File: src/rtl/core/tisa_pkg.sv
`timescale 1ns / 1ps

package tisa_pkg;

  // table geometry
  localparam int unsigned SLOTS   = 64;
  localparam int unsigned IDX_W   = $clog2(SLOTS);
  localparam int unsigned CNT_W   = IDX_W + 1;
  localparam int unsigned KEY_W   = 31;
  localparam int unsigned PTR_W   = 8;

  // register file
  localparam int unsigned CFG_W     = 7;
  localparam int unsigned CFG_IDX_W = 1;
  localparam logic [CFG_W-1:0] COUNT_MAX = (SLOTS > 127) ? 7'd127 : CFG_W'(SLOTS);

  typedef enum logic [CFG_IDX_W-1:0] {
    REG_SLOT_COUNT = 1'b0,
    REG_SLOT_BASE  = 1'b1
  } cfg_reg_e;

  // request kinds
  typedef enum logic [1:0] {
    REQ_ASSIGN = 2'd0,
    REQ_LOOKUP = 2'd1,
    REQ_DELETE = 2'd2,
    REQ_NONE   = 2'd3
  } req_e;

  // stream word widths
  localparam int unsigned IN_DATA_W  = 32;
  localparam int unsigned IN_USER_W  = 2;
  localparam int unsigned OUT_DATA_W = 8;
  localparam int unsigned OUT_USER_W = 2;

  typedef enum logic [6:0] {
    ST_IDLE   = 7'b0000001,
    ST_SCAN   = 7'b0000010,
    ST_DECIDE = 7'b0000100,
    ST_ALLOC  = 7'b0001000,
    ST_PROBE  = 7'b0010000,
    ST_WRITE  = 7'b0100000,
    ST_DONE   = 7'b1000000
  } state_e;

endpackage

File: src/rtl/core/track_id_slot_allocator.sv
`timescale 1ns / 1ps

// channel   | dir | handshake              | payload
// ----------+-----+------------------------+-----------------------------------------
// request   | in  | s_axis_tvalid/tready   | tdata: ext_id; tuser: req_type
// result    | out | m_axis_tvalid/tready   | tdata: slot_number; tuser: slot_valid,
//           |     |                        |   newly_assigned
// config    | in  | cfg_we_i (no stall)    | cfg_idx_i, cfg_data_i
//
// one request word at a time; ready only while the sequencer is idle
// steps per word: accept, key scan (one table read per cycle,
//   registered read port), decide, then for a new binding an alloc step,
//   pointer probes and a write, and last the hand-off of the result
// rejected ids and unknown kinds skip straight to the hand-off cycle
// the result sits in an output register, so a stalled result does not block
//   the next request; the sequencer only waits if a second result is ready
// reset clears all used bits, the pointer to base-1 and the wrapped flag;
//   a config write does the same

module track_id_slot_allocator (
  input  logic                            clk_i,
  input  logic                            rst_ni,
  // request stream
  input  logic                            s_axis_tvalid,
  output logic                            s_axis_tready,
  input  logic [tisa_pkg::IN_DATA_W-1:0]  s_axis_tdata,   // [31:0] ext_id
  input  logic [tisa_pkg::IN_USER_W-1:0]  s_axis_tuser,   // [1:0] req_type
  // result stream
  output logic                            m_axis_tvalid,
  input  logic                            m_axis_tready,
  output logic [tisa_pkg::OUT_DATA_W-1:0] m_axis_tdata,   // [5:0] slot_number, [7:6] zero
  output logic [tisa_pkg::OUT_USER_W-1:0] m_axis_tuser,   // [0] slot_valid, [1] newly_assigned
  // config write port
  input  logic                            cfg_we_i,
  input  logic [tisa_pkg::CFG_IDX_W-1:0]  cfg_idx_i,
  input  logic [tisa_pkg::CFG_W-1:0]      cfg_data_i
);
  import tisa_pkg::*;

  // config registers
  logic [CFG_W-1:0] slot_count_q;
  logic             slot_base_q;
  logic [CFG_W-1:0] eff_cnt;

  // sequencer state
  state_e            state_q, state_d;
  req_e              req_q, req_d;
  logic [KEY_W-1:0]  key_q, key_d;
  logic [CNT_W-1:0]  scan_q, scan_d;
  logic              hit_q, hit_d;
  logic [IDX_W-1:0]  hit_idx_q, hit_idx_d;
  logic [PTR_W-1:0]  ptr_q, ptr_d;
  logic              wrapped_q, wrapped_d;
  logic [CNT_W-1:0]  probes_q, probes_d;
  logic [SLOTS-1:0]  used_q, used_d;

  // pending result
  logic              res_valid_q, res_valid_d;
  logic [IDX_W-1:0]  res_slot_q, res_slot_d;
  logic              res_new_q, res_new_d;

  // output register
  logic              m_valid_q, m_valid_d;
  logic [IDX_W-1:0]  m_slot_q, m_slot_d;
  logic              m_sv_q, m_sv_d;
  logic              m_new_q, m_new_d;

  // key table, registered read
  logic [KEY_W-1:0]  key_mem [SLOTS];
  logic [KEY_W-1:0]  rd_key_q;
  logic [IDX_W-1:0]  rd_idx_q;
  logic              rd_vld_q, rd_vld_d;
  logic              rd_issue;
  logic              mem_we;

  logic              in_acc;
  logic              id_reject;
  logic              match;
  logic [PTR_W-1:0]  ptr_inc;
  logic [PTR_W-1:0]  base_ptr;
  logic              out_free;

  function automatic logic in_range(logic [PTR_W-1:0] p, logic b, logic [CFG_W-1:0] c);
    logic signed [PTR_W-1:0] ps;
    logic signed [PTR_W-1:0] bs;
    logic signed [PTR_W-1:0] cs;
    ps = $signed(p);
    bs = $signed({{(PTR_W-1){1'b0}}, b});
    cs = $signed({{(PTR_W-CFG_W){1'b0}}, c});
    return (ps >= bs) && (ps < cs);
  endfunction

  assign eff_cnt  = (slot_count_q > COUNT_MAX) ? COUNT_MAX : slot_count_q;
  assign base_ptr = {{(PTR_W-1){1'b0}}, slot_base_q};
  assign ptr_inc  = ptr_q + PTR_W'(1);

  assign s_axis_tready = (state_q == ST_IDLE);
  assign in_acc        = s_axis_tvalid && s_axis_tready;

  // negative ids, and zero when base is one
  assign id_reject = s_axis_tdata[IN_DATA_W-1] ||
                     (slot_base_q && (s_axis_tdata == '0));

  assign match    = rd_vld_q && used_q[rd_idx_q] && (rd_key_q == key_q);
  assign rd_issue = (state_q == ST_SCAN) && (scan_q < CNT_W'(SLOTS));
  assign rd_vld_d = rd_issue;
  assign mem_we   = (state_q == ST_WRITE);
  assign out_free = !m_valid_q || m_axis_tready;

  // sequencer
  always_comb begin
    state_d     = state_q;
    req_d       = req_q;
    key_d       = key_q;
    scan_d      = scan_q;
    hit_d       = hit_q;
    hit_idx_d   = hit_idx_q;
    ptr_d       = ptr_q;
    wrapped_d   = wrapped_q;
    probes_d    = probes_q;
    used_d      = used_q;
    res_valid_d = res_valid_q;
    res_slot_d  = res_slot_q;
    res_new_d   = res_new_q;

    unique case (state_q)
      ST_IDLE: begin
        if (in_acc) begin
          req_d       = req_e'(s_axis_tuser);
          key_d       = s_axis_tdata[KEY_W-1:0];
          scan_d      = '0;
          hit_d       = 1'b0;
          res_valid_d = 1'b0;
          res_slot_d  = '0;
          res_new_d   = 1'b0;
          if (id_reject || (req_e'(s_axis_tuser) == REQ_NONE)) begin
            state_d = ST_DONE;
          end else begin
            state_d = ST_SCAN;
          end
        end
      end

      // one table entry per cycle, stop at the first live match
      ST_SCAN: begin
        if (rd_issue) begin
          scan_d = scan_q + CNT_W'(1);
        end
        if (match) begin
          hit_d     = 1'b1;
          hit_idx_d = rd_idx_q;
          state_d   = ST_DECIDE;
        end else if (rd_vld_q && (rd_idx_q == IDX_W'(SLOTS - 1))) begin
          state_d = ST_DECIDE;
        end
      end

      ST_DECIDE: begin
        state_d = ST_DONE;
        unique case (req_q)
          REQ_ASSIGN: begin
            if (eff_cnt != '0) begin
              if (hit_q) begin
                res_valid_d = 1'b1;
                res_slot_d  = hit_idx_q;
              end else if (eff_cnt > CFG_W'(slot_base_q)) begin
                state_d = ST_ALLOC;
              end
            end
          end
          REQ_LOOKUP: begin
            if ((eff_cnt != '0) && hit_q) begin
              res_valid_d = 1'b1;
              res_slot_d  = hit_idx_q;
            end
          end
          REQ_DELETE: begin
            if (hit_q) begin
              used_d[hit_idx_q] = 1'b0;
              res_valid_d       = 1'b1;
              res_slot_d        = hit_idx_q;
            end
          end
          default: begin
            state_d = ST_DONE;
          end
        endcase
      end

      // first pointer step: rising order until the pointer runs past the top
      ST_ALLOC: begin
        probes_d = '0;
        if (!in_range(ptr_inc, slot_base_q, eff_cnt)) begin
          wrapped_d = 1'b1;
          ptr_d     = base_ptr;
          state_d   = ST_PROBE;
        end else begin
          ptr_d = ptr_inc;
          if (!wrapped_q) begin
            state_d = ST_WRITE;
          end else begin
            state_d = ST_PROBE;
          end
        end
      end

      // one probe per cycle, at most count probes
      ST_PROBE: begin
        if (probes_q == CNT_W'(eff_cnt)) begin
          state_d = ST_DONE;
        end else begin
          probes_d = probes_q + CNT_W'(1);
          if (in_range(ptr_q, slot_base_q, eff_cnt) && !used_q[ptr_q[IDX_W-1:0]]) begin
            state_d = ST_WRITE;
          end else if (!in_range(ptr_inc, slot_base_q, eff_cnt)) begin
            // wrap to base, take it if free, else step past it
            if (in_range(base_ptr, slot_base_q, eff_cnt) &&
                !used_q[base_ptr[IDX_W-1:0]]) begin
              ptr_d   = base_ptr;
              state_d = ST_WRITE;
            end else begin
              ptr_d = base_ptr + PTR_W'(1);
            end
          end else begin
            ptr_d = ptr_inc;
          end
        end
      end

      ST_WRITE: begin
        used_d[ptr_q[IDX_W-1:0]] = 1'b1;
        res_valid_d              = 1'b1;
        res_slot_d               = ptr_q[IDX_W-1:0];
        res_new_d                = 1'b1;
        state_d                  = ST_DONE;
      end

      ST_DONE: begin
        if (out_free) begin
          state_d = ST_IDLE;
        end
      end

      default: begin
        state_d = ST_IDLE;
      end
    endcase

    // register write clears the bindings
    if (cfg_we_i) begin
      used_d    = '0;
      wrapped_d = 1'b0;
      if (cfg_reg_e'(cfg_idx_i) == REG_SLOT_BASE) begin
        ptr_d = {{(PTR_W-1){1'b0}}, cfg_data_i[0]} - PTR_W'(1);
      end else begin
        ptr_d = base_ptr - PTR_W'(1);
      end
    end
  end

  // output register
  always_comb begin
    m_valid_d = m_valid_q;
    m_slot_d  = m_slot_q;
    m_sv_d    = m_sv_q;
    m_new_d   = m_new_q;
    if (m_valid_q && m_axis_tready) begin
      m_valid_d = 1'b0;
    end
    if ((state_q == ST_DONE) && out_free) begin
      m_valid_d = 1'b1;
      m_slot_d  = res_valid_q ? res_slot_q : '0;
      m_sv_d    = res_valid_q;
      m_new_d   = res_new_q;
    end
  end

  assign m_axis_tvalid = m_valid_q;
  assign m_axis_tdata  = OUT_DATA_W'(m_slot_q);
  assign m_axis_tuser  = {m_new_q, m_sv_q};

  // control registers
  always_ff @(posedge clk_i or negedge rst_ni) begin
    if (!rst_ni) begin
      state_q      <= ST_IDLE;
      slot_count_q <= '0;
      slot_base_q  <= 1'b0;
      ptr_q        <= '1;
      wrapped_q    <= 1'b0;
      used_q       <= '0;
      scan_q       <= '0;
      probes_q     <= '0;
      hit_q        <= 1'b0;
      rd_vld_q     <= 1'b0;
      res_valid_q  <= 1'b0;
      res_new_q    <= 1'b0;
      m_valid_q    <= 1'b0;
      m_sv_q       <= 1'b0;
      m_new_q      <= 1'b0;
    end else begin
      state_q     <= state_d;
      ptr_q       <= ptr_d;
      wrapped_q   <= wrapped_d;
      used_q      <= used_d;
      scan_q      <= scan_d;
      probes_q    <= probes_d;
      hit_q       <= hit_d;
      rd_vld_q    <= rd_vld_d;
      res_valid_q <= res_valid_d;
      res_new_q   <= res_new_d;
      m_valid_q   <= m_valid_d;
      m_sv_q      <= m_sv_d;
      m_new_q     <= m_new_d;
      if (cfg_we_i) begin
        if (cfg_reg_e'(cfg_idx_i) == REG_SLOT_BASE) begin
          slot_base_q <= cfg_data_i[0];
        end else begin
          slot_count_q <= cfg_data_i;
        end
      end
    end
  end

  // payload registers
  always_ff @(posedge clk_i) begin
    req_q      <= req_d;
    key_q      <= key_d;
    hit_idx_q  <= hit_idx_d;
    res_slot_q <= res_slot_d;
    m_slot_q   <= m_slot_d;
    rd_idx_q   <= scan_q[IDX_W-1:0];
  end

  // key table
  always_ff @(posedge clk_i) begin
    if (mem_we) begin
      key_mem[ptr_q[IDX_W-1:0]] <= key_q;
    end
    rd_key_q <= key_mem[scan_q[IDX_W-1:0]];
  end

  // checks
  a_write_free: assert property (@(posedge clk_i) disable iff (!rst_ni)
    (state_q == ST_WRITE) |->
      (in_range(ptr_q, slot_base_q, eff_cnt) && !used_q[ptr_q[IDX_W-1:0]]))
    else $error("allocated slot is busy or out of range");

  a_probe_bound: assert property (@(posedge clk_i) disable iff (!rst_ni)
    (state_q == ST_PROBE) |-> (probes_q <= CNT_W'(eff_cnt)))
    else $error("probe count ran past slot count");

  a_cfg_clears: assert property (@(posedge clk_i) disable iff (!rst_ni)
    cfg_we_i |=> (used_q == '0) && !wrapped_q)
    else $error("config write left bindings behind");

  a_new_has_slot: assert property (@(posedge clk_i) disable iff (!rst_ni)
    (m_valid_q && m_new_q) |-> m_sv_q)
    else $error("new binding reported without a slot");

  a_none_zero: assert property (@(posedge clk_i) disable iff (!rst_ni)
    (m_valid_q && !m_sv_q) |-> (m_slot_q == '0))
    else $error("slot number nonzero without a slot");

endmodule
File: config.mk
export PLATFORM = sky130hd
export DESIGN_NAME = track_id_slot_allocator
export DESIGN_NICKNAME = d
export VERILOG_FILES = /design/src/rtl/core/tisa_pkg.sv /design/src/rtl/core/track_id_slot_allocator.sv
export SDC_FILE = /design/constraint.sdc
export NUM_CORES = 2
export LEC_CHECK = 0
export ABC_AREA = 1
export BUFFER_PORTS_ARGS = -buffer_cell sky130_fd_sc_hd__buf_2
export CORE_MARGIN = 4
export CORE_UTILIZATION = 45
export CTS_CLUSTER_DIAMETER = 30
export DETAILED_ROUTE_END_ITERATION = 6
export SYNTH_ARGS = -nofsm -noshare
export SYNTH_HDL_FRONTEND = slang
export SYNTH_SLANG_ARGS = --single-unit
File: constraint.sdc
create_clock -name clk_i -period 4.3 [get_ports clk_i]
set_clock_uncertainty 0.2 [all_clocks]
set_input_delay 0.215 -clock clk_i [delete_from_list [all_inputs] [get_ports clk_i]]
set_output_delay 0.215 -clock clk_i [all_outputs]
set_load 0.05 [all_outputs]
==> summary.txt <==
Timing
  – Maximum clock rate: 297 MHz
  – RSZ-0062 raised after global routing: false
  – Slew @ Worst Pin: 1.42 ns
  – Minimum clock period: 3.37 ns
  – Final setup margin: 0.932 ns
  – Hold Vio Cnt, Final: 0
  – Final Setup Violations: 0
  – Slew HR: 0.0473
  – Period utilization: 0.783
  – Fin. max-slew vios: 0
  – Sum Neg Setup Slack: 0 ns

Cells and area
  – FILL cells: 15300
  – Share of post-route cells with drive strength above 1: 0.149
  – Multi-input logic area: 21200 µm²
  – Register area: 64600 µm²
  – Final net count: 7117
  – Synth-to-layout area growth: 23.3%

Logic synthesis
  – Primary FF master, synth: edfxtp_1
  – Most numerous cell in the Yosys netlist: edfxtp_1
  – Cells after synthesis: 6652
  – Top cell type's share of synthesized area: 0.696
  – Sequential fraction of the synthesis area: 0.735
  – Top cells by count, synth: 2035 x edfxtp_1, 1252 x nor2_1, 560 x nand2_1
  – Count of cell types in the netlist: 53
  – Synth Cell Area: 87800 µm²
  – Syn Area/Cell: 13.2 µm²
  – Post-synth EDFFs: 2035
  – YS warnings: 0
  – Leading area contributor after synthesis: edfxtp_1
  – Flops & latches, synth: 2181
  – Asr flop ratio synth: 0.0500
  – Dominant cells by area after synthesis: edfxtp_1 70%, nor2_1 5.3%, o21ai_0 3.1%

Floorplanning
  – Die height: 450 µm
  – Die Wd: 450 µm
  – Initial Util: 0.454
  – Core Rows: 161
  – Core area: 193000 µm²
  – Io pins: 59
  – Full die area: 202000 µm²

Global route
  – Vias in the first global route: 57900
  – Pin count of the biggest net entering global routing: 139
  – Gr ovfl total: 0
  – GRT busiest layer: met2
  – Initial antenna violation count: 14
  – GRT Overall Usage: 0.261
  – M2 GR Usage: 0.415
  – Routing usage on met3: 0.0556
  – First-pass GRT wire length: 390000 µm
  – GR met1 Demand/Resource: 0.349

Route
  – Via count: 59400
  – Pre-antenna DRT Iters: 7
  – WL final: 271000 µm
  – DRT iter0 DRCs: 7703
  – DR vias/cell: 5.98
  – Residual DRC count: 1
  – Routed length per instance: 27.3 µm
  – Post-route ant nets: 0

Power and ir drop
  – Worst vdd ir: 548 µV
  – Leakage power: 0.0365 µW
  – Power per cell area: 652 nW/µm²

Setup path
  – Critical path launch point type: flop
  – Reg2reg start: key_q[7]
  – Max stage delay on crit path: 0.85 ns
  – Flop-to-flop setup slack: 0.93 ns
  – Crit Path Max Fanout: 20
  – CP Class: reg2reg
  – Reg2reg path depth: 13
  – Max stage delay cell, worst path: edfxtp_1
  – Crit path buffers/inverters: 2
  – CP required: 4.93 ns
  – CP Cell Sequence: buf_4 > o21ai_0 > nor2_1 > nand2_1 > nor2_1 > nand3_1 > nor2_1 > nand2_1 > nand3_1 > nand2_1 > inv_1 > nand3_1 > nor2_1
  – WP data arrival: 4.00 ns
  – Critical Path End Type: flop
  – Top delay family on crit path: simple AND/OR/NAND/NOR gates
  – Most frequent CP cell: nor2_1
  – Crit Reg-Reg Endpoint: state_q[5]

Clocking
  – CTS tree: done
  – CTS Sinks: 2181
  – Clk Latency, worst-skew pair: 0.96 ns
  – Root buf cell: clkbuf_16
  – Post-CTS Hold Buffers: 109
  – H-tree Lvls: 5
  – Post-cts sizing count: 0
  – Clk slew on worst S/H paths: 0.04 ns
  – Buffer count from post-CTS setup fixing: 0
  – Longest Clk Path Bufs: 4
  – Total CTS buffers: 432

Status
  – Failing checks: DRC
  – Status: finished, violations left

Worst hold path
  – Hold Path Class: in2reg
  – Worst Hold End: state_q[6]
  – Hold_sp: m_axis_tready
  – WHS Path Cells: 5

Place
  – Detail Placement HPWL: 148000 µm
  – Input/output buffers: 56
  – Dpl ws: 0.984 ns
  – Gpl congestion: 0.908

Job
  – Max-cap violations: 0
==> kinds of logic after synthesis <==
| group | count (synthesis) | synth area share |
|---|---|---|
| and+or+nand+nor | 2236 | 0.103 |
| DFF | 2181 | 0.735 |
| AOI/OAI and AO/OA | 1374 | 0.105 |
| buffers and inverters | 626 | 0.0295 |
| muxes | 199 | 0.0227 |
| adders and majority gates | 18 | 0.00256 |
| xor gates and xnor gates | 17 | 0.00169 |
| other | 1 | 0.0000427 |
==> placed cells by master, fill, tap and decap left out, types with 55 or more instances in the layout <==
cell type	synthesis	final
a21oi_1	104	104
nor2_4	4	69
inv_1	169	166
clkbuf_16	0	438
dlygate4sd3_1	0	108
nand3_1	323	323
dfrtp_1	100	96
mux2i_1	199	199
buf_12	0	64
edfxtp_1	2035	2035
o32ai_1	297	297
buf_4	13	180
nand2_1	560	560
o211ai_1	60	60
o221ai_1	200	200
clkinv_2	0	62
nor2_1	1252	1186
o21a_1	64	64
bufinv_16	0	66
o21ai_0	545	545
a31oi_1	65	65
buf_2	121	55
==> area by class of cell <==
| type | instances | area share |
|---|---|---|
| Clock inverter | 286 | 0.0315 |
| Sequential cell | 2181 | 0.597 |
| Multi-Input combinational cell | 3846 | 0.196 |
| Inverter | 184 | 0.00657 |
| Clock buffer | 493 | 0.104 |
| Tap cell | 2526 | 0.0292 |
| Antenna cell | 3 | 0.0000693 |
| Timing Repair Buffer | 407 | 0.0368 |
==> worst max path at each step <==
stage,start,endpoint,slack [ns],depth (start not counted)
finish,key_q[7],state_q[5],0.93,13
global placement,ptr_q[0],ptr_q[1],0.96,16
global route,ptr_q[0],ptr_q[1],0.68,16
detailed placement,ptr_q[0],ptr_q[1],0.98,16
CTS,ptr_q[0],ptr_q[1],0.97,16
floorplan,ptr_q[0],key_mem[63][0],0.37,6
==> report_power, final <==
part | internal, µW | leakage, µW | total [µW] | switching, µW
Combinational | 3520 | 0.00939 | 12000 | 8510
Clock | 22600 | 0.00702 | 33500 | 10900
Sequential | 24600 | 0.0201 | 25100 | 532
==> state kept, by name, indices dropped and copies added, names as in the netlist, 2 cells and up <==
| name | flops |
|---|---|
| m_slot_q | 6 |
| slot_count_q | 7 |
| req_q | 2 |
| key_mem | 1984 |
| used_q | 64 |
| scan_q | 7 |
| probes_q | 7 |
| rd_key_q | 31 |
| res_slot_q | 6 |
| state_q | 7 |
| key_q | 31 |
| ptr_q | 8 |
| rd_idx_q | 6 |
| hit_idx_q | 6 |
==> metrics by stage <==
step	hold WS, ns	total power, µW	area (µm²)	util	std cells
3_3_place_gp	0.0218	37000	92500	0.478	9035
5_1_grt	0.0947	72900	108000	0.560	9924
3_5_place_dp	0.0244	37200	92500	0.478	9035
6_report	0.0788	70600	108000	0.560	9926
4_1_cts	0.0164	70700	108000	0.560	9923
2_1_floorplan	-0.281	33000	87900	-	6653
==> layer usage <==
layer | vias up | routed length, µm
met5 | - | 7
met3 | 553 | 26300
met2 | 3092 | 127000
met4 | 2 | 11100
met1 | 29800 | 106000
li1 | 25900 | -
==> worst reg2reg max path: cells and delay by family, from the launching register on <==
family,cells,cell delay (ns)
AND/OR/NAND/NOR,10,1.62
AO/OA/AOI/OAI,1,0.12
flip-flops,1,0.85
buffers and inverters,2,0.46
(Power assumes the default switching activity.)
